===== src/rtl/core/palette_fade_engine_unit_macros.svh =====
`ifndef PALETTE_FADE_ENGINE_UNIT_MACROS_SVH
`define PALETTE_FADE_ENGINE_UNIT_MACROS_SVH

// check a condition at every clock edge outside reset
`define PALFE_ASSERT(lbl, cond) \
  lbl: assert property (@(posedge clk) disable iff (rst) (cond)) \
    else $error("palette fade engine check failed");

// check that pre in one cycle implies post in the next
`define PALFE_ASSERT_NEXT(lbl, pre, post) \
  lbl: assert property (@(posedge clk) disable iff (rst) (pre) |=> (post)) \
    else $error("palette fade engine sequence check failed");

`endif


===== src/rtl/core/palfe_pkg.sv =====
package palfe_pkg;

  localparam int LEVEL_W = 3;
  localparam int FRAME_W = 5;
  localparam logic [LEVEL_W-1:0] LEVEL_MAX = 3'd7;
  localparam logic [LEVEL_W-1:0] LEVEL_MIN = 3'd0;

  typedef enum logic [2:0] {
    MODE_WR_TARGET    = 3'd0,
    MODE_WR_PRIMARY   = 3'd1,
    MODE_WR_SECONDARY = 3'd2,
    MODE_FADE_IN      = 3'd3,
    MODE_FADE_OUT     = 3'd4,
    MODE_FLASH_IN     = 3'd5,
    MODE_FLASH_OUT    = 3'd6,
    MODE_TICK         = 3'd7
  } mode_t;

  typedef enum logic [2:0] {
    KIND_IDLE      = 3'd0,
    KIND_FADE_IN   = 3'd1,
    KIND_FADE_OUT  = 3'd2,
    KIND_FLASH_IN  = 3'd3,
    KIND_FLASH_OUT = 3'd4
  } kind_t;

  typedef enum logic [1:0] {
    ST_IDLE,
    ST_FILL,
    ST_RUN
  } state_t;

  typedef struct packed {
    logic [LEVEL_W-1:0] r;
    logic [LEVEL_W-1:0] g;
    logic [LEVEL_W-1:0] b;
  } rgb_t;

  typedef struct packed {
    logic               wr_target;
    logic               wr_primary;
    logic               wr_secondary;
    logic               fill;
    logic [LEVEL_W-1:0] fill_level;
    logic               issue;
    kind_t              run_kind;
    logic               run_done;
  } ctrl_cmd_t;

  typedef struct packed {
    logic advance;
    logic last_taken;
  } dp_status_t;

  function automatic rgb_t step_primary(kind_t kind, rgb_t cur, rgb_t goal);
    rgb_t nxt;
    nxt = cur;
    case (kind)
      KIND_FADE_IN: begin
        if (goal.b > cur.b) nxt.b = cur.b + 3'd1;
        else if (goal.g > cur.g) nxt.g = cur.g + 3'd1;
        else if (goal.r > cur.r) nxt.r = cur.r + 3'd1;
      end
      KIND_FLASH_IN: begin
        if (goal.b < cur.b) nxt.b = cur.b - 3'd1;
        else if (goal.g < cur.g) nxt.g = cur.g - 3'd1;
        else if (goal.r < cur.r) nxt.r = cur.r - 3'd1;
      end
      KIND_FADE_OUT: begin
        if (cur.r != LEVEL_MIN) nxt.r = cur.r - 3'd1;
        else if (cur.g != LEVEL_MIN) nxt.g = cur.g - 3'd1;
        else if (cur.b != LEVEL_MIN) nxt.b = cur.b - 3'd1;
      end
      KIND_FLASH_OUT: begin
        if (cur.r != LEVEL_MAX) nxt.r = cur.r + 3'd1;
        else if (cur.g != LEVEL_MAX) nxt.g = cur.g + 3'd1;
        else if (cur.b != LEVEL_MAX) nxt.b = cur.b + 3'd1;
      end
      default: nxt = cur;
    endcase
    return nxt;
  endfunction

  function automatic rgb_t step_secondary(kind_t kind, rgb_t cur);
    rgb_t nxt;
    nxt = cur;
    case (kind)
      KIND_FADE_OUT, KIND_FLASH_OUT: nxt = step_primary(kind, cur, cur);
      default: nxt = cur;
    endcase
    return nxt;
  endfunction

endpackage


===== src/rtl/core/palfe_cmd_if.sv =====
interface palfe_cmd_if;
  logic       valid;
  logic       ready;
  logic [2:0] mode;
  logic [5:0] entry_index;
  logic [2:0] red_level;
  logic [2:0] green_level;
  logic [2:0] blue_level;

  modport source (
    output valid, mode, entry_index, red_level, green_level, blue_level,
    input  ready
  );
  modport sink (
    input  valid, mode, entry_index, red_level, green_level, blue_level,
    output ready
  );
endinterface


===== src/rtl/core/palfe_res_if.sv =====
interface palfe_res_if;
  logic       valid;
  logic       ready;
  logic [5:0] out_index;
  logic [2:0] red_out;
  logic [2:0] green_out;
  logic [2:0] blue_out;
  logic [2:0] red_alt_out;
  logic [2:0] green_alt_out;
  logic [2:0] blue_alt_out;
  logic       last_entry;
  logic       fade_done;

  modport source (
    output valid, out_index, red_out, green_out, blue_out,
           red_alt_out, green_alt_out, blue_alt_out, last_entry, fade_done,
    input  ready
  );
  modport sink (
    input  valid, out_index, red_out, green_out, blue_out,
           red_alt_out, green_alt_out, blue_alt_out, last_entry, fade_done,
    output ready
  );
endinterface


===== src/rtl/core/palfe_ctrl.sv =====
`include "palette_fade_engine_unit_macros.svh"

module palfe_ctrl #(
  parameter int ENTRIES     = 64,
  parameter int FADE_FRAMES = 22,
  parameter int IW          = (ENTRIES > 1) ? $clog2(ENTRIES) : 1
) (
  input  logic                 clk,
  input  logic                 rst,
  input  logic                 cmd_valid,
  input  logic [2:0]           cmd_mode,
  output logic                 cmd_ready,
  output palfe_pkg::ctrl_cmd_t cmd,
  output logic [IW-1:0]        addr,
  input  palfe_pkg::dp_status_t status
);
  import palfe_pkg::*;

  localparam int CW = $clog2(ENTRIES + 1);

  state_t               state;
  state_t               state_next;
  kind_t                kind;
  logic [FRAME_W-1:0]   frame_count;
  logic [FRAME_W-1:0]   frame_inc;
  logic [CW-1:0]        cnt;
  logic [LEVEL_W-1:0]   fill_level;
  kind_t                run_kind;
  logic                 run_done;
  logic                 accept;
  mode_t                mode;

  assign mode      = mode_t'(cmd_mode);
  assign accept    = cmd_valid && cmd_ready;
  assign frame_inc = frame_count + 5'd1;
  assign addr      = cnt[IW-1:0];

  always_ff @(posedge clk) begin
    if (rst) begin
      state <= ST_IDLE;
    end else begin
      state <= state_next;
    end
  end

  always_comb begin
    state_next = state;
    cmd_ready  = 1'b0;
    cmd        = '0;
    cmd.fill_level = fill_level;
    cmd.run_kind   = run_kind;
    cmd.run_done   = run_done;
    case (state)
      ST_IDLE: begin
        cmd_ready = 1'b1;
        if (cmd_valid) begin
          cmd.wr_target    = (mode == MODE_WR_TARGET);
          cmd.wr_primary   = (mode == MODE_WR_PRIMARY);
          cmd.wr_secondary = (mode == MODE_WR_SECONDARY);
          if (mode == MODE_FADE_IN || mode == MODE_FLASH_IN) state_next = ST_FILL;
          if (mode == MODE_TICK) state_next = ST_RUN;
        end
      end
      ST_FILL: begin
        cmd.fill = 1'b1;
        if (cnt == CW'(ENTRIES - 1)) state_next = ST_IDLE;
      end
      ST_RUN: begin
        cmd.issue = (cnt < CW'(ENTRIES));
        if (status.last_taken) state_next = ST_IDLE;
      end
      default: state_next = ST_IDLE;
    endcase
  end

  always_ff @(posedge clk) begin
    if (rst) begin
      kind        <= KIND_IDLE;
      frame_count <= '0;
      cnt         <= '0;
      run_kind    <= KIND_IDLE;
      run_done    <= 1'b1;
    end else if (accept) begin
      cnt <= '0;
      case (mode)
        MODE_FADE_IN: begin
          kind        <= KIND_FADE_IN;
          frame_count <= '0;
        end
        MODE_FADE_OUT: begin
          kind        <= KIND_FADE_OUT;
          frame_count <= '0;
        end
        MODE_FLASH_IN: begin
          kind        <= KIND_FLASH_IN;
          frame_count <= '0;
        end
        MODE_FLASH_OUT: begin
          kind        <= KIND_FLASH_OUT;
          frame_count <= '0;
        end
        MODE_TICK: begin
          run_kind <= kind;
          if (kind == KIND_IDLE) begin
            run_done <= 1'b1;
          end else if (frame_inc >= FRAME_W'(FADE_FRAMES)) begin
            run_done    <= 1'b1;
            kind        <= KIND_IDLE;
            frame_count <= '0;
          end else begin
            run_done    <= 1'b0;
            frame_count <= frame_inc;
          end
        end
        default: ;
      endcase
    end else if (state == ST_FILL || (cmd.issue && status.advance)) begin
      cnt <= cnt + CW'(1);
    end
  end

  always_ff @(posedge clk) begin
    if (accept) begin
      fill_level <= (mode == MODE_FLASH_IN) ? LEVEL_MAX : LEVEL_MIN;
    end
  end

  `PALFE_ASSERT(a_cnt_range, cnt <= CW'(ENTRIES))
  `PALFE_ASSERT(a_idle_count, (kind != KIND_IDLE) || (frame_count == '0))
  `PALFE_ASSERT_NEXT(a_run_ends, (state == ST_RUN) && status.last_taken, state == ST_IDLE)

endmodule


===== src/rtl/core/palfe_dp.sv =====
`include "palette_fade_engine_unit_macros.svh"

module palfe_dp #(
  parameter int ENTRIES = 64,
  parameter int IW      = (ENTRIES > 1) ? $clog2(ENTRIES) : 1
) (
  input  logic                  clk,
  input  logic                  rst,
  input  palfe_pkg::ctrl_cmd_t  cmd,
  input  logic [IW-1:0]         addr,
  input  logic [5:0]            entry_index,
  input  logic [2:0]            red_level,
  input  logic [2:0]            green_level,
  input  logic [2:0]            blue_level,
  output palfe_pkg::dp_status_t status,
  output logic                  res_valid,
  input  logic                  res_ready,
  output logic [5:0]            out_index,
  output logic [2:0]            red_out,
  output logic [2:0]            green_out,
  output logic [2:0]            blue_out,
  output logic [2:0]            red_alt_out,
  output logic [2:0]            green_alt_out,
  output logic [2:0]            blue_alt_out,
  output logic                  last_entry,
  output logic                  fade_done
);
  import palfe_pkg::*;

  rgb_t target_mem    [ENTRIES];
  rgb_t primary_mem   [ENTRIES];
  rgb_t secondary_mem [ENTRIES];

  rgb_t          wr_data;
  rgb_t          fill_data;
  logic [IW-1:0] wr_idx;
  logic          idx_ok;
  logic          advance;
  logic          wb;
  logic          s1_valid;
  logic [IW-1:0] s1_idx;
  logic          s1_last;
  rgb_t          tgt_q;
  rgb_t          pri_q;
  rgb_t          sec_q;
  rgb_t          pri_new;
  rgb_t          sec_new;

  assign wr_data   = '{r: red_level, g: green_level, b: blue_level};
  assign fill_data = '{r: cmd.fill_level, g: cmd.fill_level, b: cmd.fill_level};
  assign wr_idx    = IW'(entry_index);
  assign idx_ok    = (32'(entry_index) < ENTRIES);
  assign advance   = !res_valid || res_ready;
  assign wb        = advance && s1_valid;
  assign s1_last   = (s1_idx == IW'(ENTRIES - 1));
  assign pri_new   = step_primary(cmd.run_kind, pri_q, tgt_q);
  assign sec_new   = step_secondary(cmd.run_kind, sec_q);

  assign status.advance    = advance;
  assign status.last_taken = wb && s1_last;

  always_ff @(posedge clk) begin
    if (cmd.wr_target && idx_ok) begin
      target_mem[wr_idx] <= wr_data;
    end
    if (cmd.issue && advance) begin
      tgt_q <= target_mem[addr];
    end
  end

  always_ff @(posedge clk) begin
    if (cmd.wr_primary && idx_ok) begin
      primary_mem[wr_idx] <= wr_data;
    end else if (cmd.fill) begin
      primary_mem[addr] <= fill_data;
    end else if (wb) begin
      primary_mem[s1_idx] <= pri_new;
    end
    if (cmd.issue && advance) begin
      pri_q <= primary_mem[addr];
    end
  end

  always_ff @(posedge clk) begin
    if (cmd.wr_secondary && idx_ok) begin
      secondary_mem[wr_idx] <= wr_data;
    end else if (wb) begin
      secondary_mem[s1_idx] <= sec_new;
    end
    if (cmd.issue && advance) begin
      sec_q <= secondary_mem[addr];
    end
  end

  always_ff @(posedge clk) begin
    if (rst) begin
      s1_valid <= 1'b0;
    end else if (advance) begin
      s1_valid <= cmd.issue;
    end
  end

  always_ff @(posedge clk) begin
    if (advance) begin
      s1_idx <= addr;
    end
  end

  always_ff @(posedge clk) begin
    if (rst) begin
      res_valid <= 1'b0;
    end else if (advance) begin
      res_valid <= s1_valid;
    end
  end

  always_ff @(posedge clk) begin
    if (wb) begin
      out_index     <= 6'(s1_idx);
      red_out       <= pri_new.r;
      green_out     <= pri_new.g;
      blue_out      <= pri_new.b;
      red_alt_out   <= sec_new.r;
      green_alt_out <= sec_new.g;
      blue_alt_out  <= sec_new.b;
      last_entry    <= s1_last;
      fade_done     <= cmd.run_done;
    end
  end

  `PALFE_ASSERT(a_fill_no_wb, !(cmd.fill && s1_valid))
  `PALFE_ASSERT_NEXT(a_s1_hold, s1_valid && !advance, s1_valid && $stable(s1_idx))
  `PALFE_ASSERT_NEXT(a_wb_emits, wb, res_valid)

endmodule


===== src/rtl/core/palette_fade_engine_unit.sv =====
// Palette fader with target, primary and secondary palettes of 3-bit RGB levels.
// cmd channel (valid/ready): one item writes an entry of a palette, starts one
// of the four fades, or gives a frame tick, selected by mode.
// result channel (valid/ready): each tick yields ENTRIES items, one per entry
// from index 0 upward, carrying the primary and secondary levels after the
// step; last_entry marks the final one and fade_done is the same in all of them.
// Writes and fade-out/flash-out starts leave the engine idle. Fade-in and flash-in
// starts sweep the primary palette before the next item is taken.
// A tick reads each entry from the palette memories through a registered read
// port; the read stage and then the output register carry each entry to the
// result channel, one result per cycle while the receiver is ready.
// A stalled receiver holds the output register and the read stage; the entry
// sweep pauses and resumes without loss.
// Reset clears the fade to idle and the frame count; palette contents are
// undefined until written.
module palette_fade_engine_unit #(
  parameter int ENTRIES     = 64,
  parameter int FADE_FRAMES = 22
) (
  input  logic        clk,
  input  logic        rst,
  palfe_cmd_if.sink   cmd,
  palfe_res_if.source result
);
  import palfe_pkg::*;

  localparam int IW = (ENTRIES > 1) ? $clog2(ENTRIES) : 1;

  ctrl_cmd_t     ctrl;
  dp_status_t    status;
  logic [IW-1:0] addr;

  palfe_ctrl #(
    .ENTRIES     (ENTRIES),
    .FADE_FRAMES (FADE_FRAMES),
    .IW          (IW)
  ) u_ctrl (
    .clk       (clk),
    .rst       (rst),
    .cmd_valid (cmd.valid),
    .cmd_mode  (cmd.mode),
    .cmd_ready (cmd.ready),
    .cmd       (ctrl),
    .addr      (addr),
    .status    (status)
  );

  palfe_dp #(
    .ENTRIES (ENTRIES),
    .IW      (IW)
  ) u_dp (
    .clk           (clk),
    .rst           (rst),
    .cmd           (ctrl),
    .addr          (addr),
    .entry_index   (cmd.entry_index),
    .red_level     (cmd.red_level),
    .green_level   (cmd.green_level),
    .blue_level    (cmd.blue_level),
    .status        (status),
    .res_valid     (result.valid),
    .res_ready     (result.ready),
    .out_index     (result.out_index),
    .red_out       (result.red_out),
    .green_out     (result.green_out),
    .blue_out      (result.blue_out),
    .red_alt_out   (result.red_alt_out),
    .green_alt_out (result.green_alt_out),
    .blue_alt_out  (result.blue_alt_out),
    .last_entry    (result.last_entry),
    .fade_done     (result.fade_done)
  );

endmodule


===== src/flat_wrapper.sv =====
// flat-port wrapper written by rule: the top's interface ports become plain ports
module palette_fade_engine_unit_flat import palfe_pkg::*;
#(
  parameter int ENTRIES     = 64,
  parameter int FADE_FRAMES = 22
)
  (clk, rst, cmd_valid, cmd_mode, cmd_entry_index, cmd_red_level, cmd_green_level, cmd_blue_level, cmd_ready, result_valid, result_out_index, result_red_out, result_green_out, result_blue_out, result_red_alt_out, result_green_alt_out, result_blue_alt_out, result_last_entry, result_fade_done, result_ready);
  palfe_cmd_if cmd_i ();
  palfe_res_if result_i ();
  input  logic clk;
  input  logic rst;
  input wire logic [$bits(cmd_i.valid)-1:0] cmd_valid;
  input wire logic [$bits(cmd_i.mode)-1:0] cmd_mode;
  input wire logic [$bits(cmd_i.entry_index)-1:0] cmd_entry_index;
  input wire logic [$bits(cmd_i.red_level)-1:0] cmd_red_level;
  input wire logic [$bits(cmd_i.green_level)-1:0] cmd_green_level;
  input wire logic [$bits(cmd_i.blue_level)-1:0] cmd_blue_level;
  output wire logic [$bits(cmd_i.ready)-1:0] cmd_ready;
  output wire logic [$bits(result_i.valid)-1:0] result_valid;
  output wire logic [$bits(result_i.out_index)-1:0] result_out_index;
  output wire logic [$bits(result_i.red_out)-1:0] result_red_out;
  output wire logic [$bits(result_i.green_out)-1:0] result_green_out;
  output wire logic [$bits(result_i.blue_out)-1:0] result_blue_out;
  output wire logic [$bits(result_i.red_alt_out)-1:0] result_red_alt_out;
  output wire logic [$bits(result_i.green_alt_out)-1:0] result_green_alt_out;
  output wire logic [$bits(result_i.blue_alt_out)-1:0] result_blue_alt_out;
  output wire logic [$bits(result_i.last_entry)-1:0] result_last_entry;
  output wire logic [$bits(result_i.fade_done)-1:0] result_fade_done;
  input wire logic [$bits(result_i.ready)-1:0] result_ready;
  assign cmd_i.valid = cmd_valid;
  assign cmd_i.mode = cmd_mode;
  assign cmd_i.entry_index = cmd_entry_index;
  assign cmd_i.red_level = cmd_red_level;
  assign cmd_i.green_level = cmd_green_level;
  assign cmd_i.blue_level = cmd_blue_level;
  assign cmd_ready = cmd_i.ready;
  assign result_valid = result_i.valid;
  assign result_out_index = result_i.out_index;
  assign result_red_out = result_i.red_out;
  assign result_green_out = result_i.green_out;
  assign result_blue_out = result_i.blue_out;
  assign result_red_alt_out = result_i.red_alt_out;
  assign result_green_alt_out = result_i.green_alt_out;
  assign result_blue_alt_out = result_i.blue_alt_out;
  assign result_last_entry = result_i.last_entry;
  assign result_fade_done = result_i.fade_done;
  assign result_i.ready = result_ready;
  palette_fade_engine_unit #(.ENTRIES(ENTRIES), .FADE_FRAMES(FADE_FRAMES)) u_core (.clk(clk), .rst(rst), .cmd(cmd_i), .result(result_i));
endmodule

===== config.mk =====
export PLATFORM = sky130hd
export DESIGN_NAME = palette_fade_engine_unit_flat
export DESIGN_NICKNAME = d
export VERILOG_FILES = /design/src/rtl/core/palfe_pkg.sv /design/src/rtl/core/palfe_cmd_if.sv /design/src/rtl/core/palfe_res_if.sv /design/src/rtl/core/palfe_ctrl.sv /design/src/rtl/core/palfe_dp.sv /design/src/rtl/core/palette_fade_engine_unit.sv /design/src/flat_wrapper.sv
export VERILOG_INCLUDE_DIRS = /design/src /design/src/rtl/core
export SDC_FILE = /design/constraint.sdc
export NUM_CORES = 2
export LEC_CHECK = 0
export ABC_AREA = 0
export ABC_CLOCK_PERIOD_IN_PS = 6300
export BUFFER_PORTS_ARGS = -buffer_cell sky130_fd_sc_hd__buf_2
export CAP_MARGIN = 20
export CORE_ASPECT_RATIO = 1.5
export CORE_MARGIN = 10
export CORE_UTILIZATION = 37
export DETAILED_ROUTE_END_ITERATION = 8
export GPL_ROUTABILITY_DRIVEN = 1
export PLACE_DENSITY = 0.51
export SKIP_LAST_GASP = 1
export SYNTH_ARGS = -nofsm -noshare
export SYNTH_HDL_FRONTEND = slang
export SYNTH_SLANG_ARGS = --single-unit

===== constraint.sdc =====
create_clock -name clk -period 6.3 [get_ports clk]
set_input_delay 1.89 -clock clk [delete_from_list [all_inputs] [get_ports clk]]
set_output_delay 1.89 -clock clk [all_outputs]
set_load 0.01 [all_outputs]

==> impl_metrics.csv <==
group,metric,value,unit
status,outcome,"complete, no violations",
global_route,grt_pass1_wl,288.0,mm
route,firstDrtPassIters,6,
sta,fin_crit,4707,ps
global_route,grt_max_degree,95,
critical_path,endpoint,"u_core.u_dp.primary_mem[39][5]",
final_layout,syn2layout_area_growth,13.93,%
synth,synth_mux_area_share,14.95,%
die,die_h,559.4,µm
final_layout,nets,3892,
synth,synth_top_family_by_area,"multiplexers",
critical_path,worst-r2r-setup-slack,2140,ps
pwr,power_density,301.6,mW/mm²
die,die_w,379.6,µm
place,dpl_worst_slack,800.6,ps
min_path,min_from,"u_core.u_ctrl.kind[1]",
sta,holdWs,474.9,ps
critical_path,cp_slowest_stage_delay,820,ps
cts,cts_hold_buf,0,
synth,synth_flop_cell,"edfxtp_1",
sta,fin_worst_skew,32.65,ps
synth,avgSynthCellArea,19.96,µm²
sta,fin_crit_sh,74.71,%
critical_path,start_kind,"primary input",
critical_path,cp.required,6720,ps
place,io_buffers,49,
place,routabilityCongestion,0.8686,
route,num_vias,36140,
pwr,p_leak,24.66,nW
run,maxCapViolCount,0,
cts,postCtsSetupRepairBufs,0,
critical_path,r2r_start,"u_core.u_dp.pri_q[2]",
final_layout,fin_area,0.08177,mm²
sta,rsz0062_at_grt,"no",
synth,synth-edff-count,1788,
place,place_area,0.07625,mm²
die,row_count,197,
critical_path,worst-path-buf-inv,3,
cts,clk_pin_slew,60,ps
cts,clk_latency,820,ps
final_layout,drive_above_1_share,23.89,%
synth,ys_warn_count,0,
die,pin_count,50,
synth,synthArstFlopShare,0,%
critical_path,rr_endpoint,"u_core.u_dp.primary_mem[17][6]",
route,routedWlPerCell,31.20,µm
sta,setup-tns-final,0,ps
global_route,grt_usage,18.80,%
cts,ctsRootBufferMaster,"clkbuf_16",
die,core,0.1925,mm²
min_path,whs_path_depth,2,
global_route,antenna_found_initial,14,
sta,hold_viol,0,
synth,yosys.area_share.simple,3.466,%
sta,setup_ws,1593,ps
critical_path,endpoint_kind,"register",
sta,fmax,212.5,MHz
critical_path,critical_path_cell_count,9,
critical_path,cp.arrival,5130,ps
critical_path,crit_slowest_cell,"nor2_1",
sta,setup_viol,0,
critical_path,cp_max_fo,13,
synth,synthXorXnorAreaFrac,0.2441,%
route,drcViolationCount,0,
place,hpwl,133.5,mm
global_route,grt_pass1_vias,37550,
die,die_area,0.2124,mm²
cts,cts_resized,0,
route,drtIter0Drc,3152,
cts,cts.sinks,1811,
synth,yosysUniqueCellTypes,72,
synth,postSynthCellCount,3595,
synth,syn-cell-area,0.07177,mm²
critical_path,critical_path_class,"in2reg",
sta,slew_headroom,21.93,%
sta,slew_viol_final,0,
critical_path,path_cells,"buf_2 > nor2b_1 > inv_2 > nand2_1 > inv_1 > nand2b_1 > mux2i_1 > nand2_1 > nor2_1",
pwr,vdd_drop_max,0.2284,mV
cts,clockBufferDepth,4,
route,postRouteAntennaNets,0,
sta,worst_pin_slew,1168,ps
critical_path,cp_top_family,"simple AND/OR/NAND/NOR gates",
synth,ys_ff_latch,1811,
die,start_util,37.28,%
critical_path,crit_top_cell,"nand2_1",
synth,seq_area_frac_synth,75.45,%
min_path,hold_path.class,"reg2reg",
cts,cts_tree,"done",
global_route,overflow,0,
cts,htree_levels,4,
route,vias_per_cell,5.507,
cts,cts_buffers,175,
critical_path,reg2regPathDepth,9,
route,drt-total-wl,204.7,mm
synth,synth_compound_area_share,3.868,%
critical_path,startpoint,"result_ready",
synth,syn-num-nets,3653,
synth,yosys.area_share.adder,0.6276,%
## registers in the layout, summed over array words and instances, names as in the netlist, 5 cells and up
register	cells
u_core.u_dp.out_index	6
u_core.u_ctrl.frame_count	5
u_core.u_dp.secondary_mem	576
u_core.u_dp.sec_q	9
u_core.u_dp.target_mem	576
u_core.u_dp.primary_mem	576
u_core.u_dp.pri_q	9
u_core.u_dp.s1_idx	6
u_core.u_ctrl.cnt	7
u_core.u_dp.tgt_q	9
## cells in the final DEF, fill, tap and decap left out, types with 7 or more instances in the layout
master     count
nand3b_1      11
clkbuf_1      36
a31oi_1       13
ha_1          36
nor2_1       254
dfxtp_1       18
nand2b_1      17
a211oi_1       8
buf_4        189
clkinv_1      38
and2_1         7
o21ai_0       99
o221ai_1      28
mux2i_1      164
xor2_1        10
a22oi_1       25
inv_1         35
clkinv_2      27
edfxtp_1    1788
bufinv_16     16
nand2_1       99
a221oi_1      60
a31oi_4        7
a22o_1         7
mux4_2       399
o22ai_1       19
clkbuf_16    178
nor3b_1        9
nor2b_1       19
nand3_1       31
and4_1        18
a21o_1         7
or3_1          9
xnor2_1       10
buf_12        14
diode_2        7
buf_2         49
nor3_1        14
a21oi_1       71
## cell families after synthesis
group | Yosys count
buffers and inverters | 226
AND/OR/NAND/NOR | 532
AO/OA/AOI/OAI | 398
XOR/XNOR | 20
flip-flops | 1811
adder cells (fa/ha/maj) | 36
multiplexers | 572
## layer usage
layer / GRT usage [%] / routed length [µm]
met2: 33.80 / 108300
met1: 22.21 / 76380
met4: 8.813 / 10400
met3: 2.366 / 9564
met5: 0 / 40
## layout make-up
type | instances | area (µm²)
fill | 16820 | 110700
sequential | 1811 | 54170
multi-input combinational | 1558 | 16770
clock buffer | 215 | 4603
tap | 2587 | 3237
timing repair buffer | 252 | 1944
clock inverter | 96 | 894.6
inverter | 36 | 135.1
antenna | 7 | 17.52
## worst reg2reg max path, stage by stage, from the launching register on
cell      delay (ps)
edfxtp_1         530
inv_1            120
ha_1             320
a21oi_1          410
a21oi_1          240
a31oi_1          320
o211ai_1         160
xnor2_1          720
a21o_2           740
buf_4            410
## power breakdown
group / switching [mW] / leakage (nW) / internal, mW / total (mW)
combinational: 0.657 / 5.67 / 0.294 / 0.951
clock: 4.50 / 2.68 / 5.85 / 10.4
sequential: 0.0235 / 16.3 / 13.3 / 13.4
## cell usage after synthesis, types with 4 or more instances
cell       instances  area, µm²
edfxtp_1        1788      53690
mux4_2           399       8986
nor2_1           256      960.9
mux2i_1          165       1652
nand2_1          102      382.9
o21ai_0           99      495.5
clkbuf_1          78      292.8
buf_2             73      365.4
a21oi_1           72      360.4
a221oi_1          60      525.5
ha_1              36      450.4
inv_1             35      131.4
nand3_1           32      160.2
o221ai_1          28      245.2
a22oi_1           25      187.7
buf_1             24      90.09
nor2b_1           24      150.1
dfxtp_1           23      460.4
o22ai_1           19      118.9
and4_1            18      157.7
nand2b_1          17      106.4
a31oi_1           15      93.84
nor3_1            14      70.07
buf_4             13      97.59
nand3b_1          11      82.58
a21o_1            10      75.07
xnor2_1           10      87.58
xor2_1            10      87.58
nor3b_1            9      67.56
or3_1              9      56.30
a211oi_1           8      60.06
mux2_2             8      90.09
a22o_1             7      61.31
and2_1             7      43.79
o21a_1             7      52.55
nand4_1            6      37.54
or2_2              6      37.54
a2111oi_0          5      43.79
a31oi_4            5      106.4
a41oi_1            5      43.79
and3_1             5      31.28
o31ai_1            5      37.54
a32oi_1            4      35.03
## how the worst min path moves through the flow
| stage | slack (ps) | end |
|---|---|---|
| 6_report | 470 | u_core.u_ctrl.kind[1] |
| 5_1_grt | 490 | u_core.u_ctrl.kind[1] |
| 4_1_cts | 470 | u_core.u_ctrl.kind[1] |
| 3_5_place_dp | 460 | u_core.u_ctrl.kind[1] |
| 3_3_place_gp | 460 | u_core.u_ctrl.kind[1] |
| 2_1_floorplan | 400 | u_core.u_dp.s1_idx[2] |
## through the flow
step	util (%)	cells	total power, mW
6_report	42.48	6562	24.67
4_1_cts	42.46	6554	24.91
3_5_place_dp	39.61	6243	14.60
5_1_grt	42.47	6557	25.39
3_3_place_gp	39.61	6243	14.58
2_1_floorplan	-	3595	14.15
(Power assumes the default switching activity.)
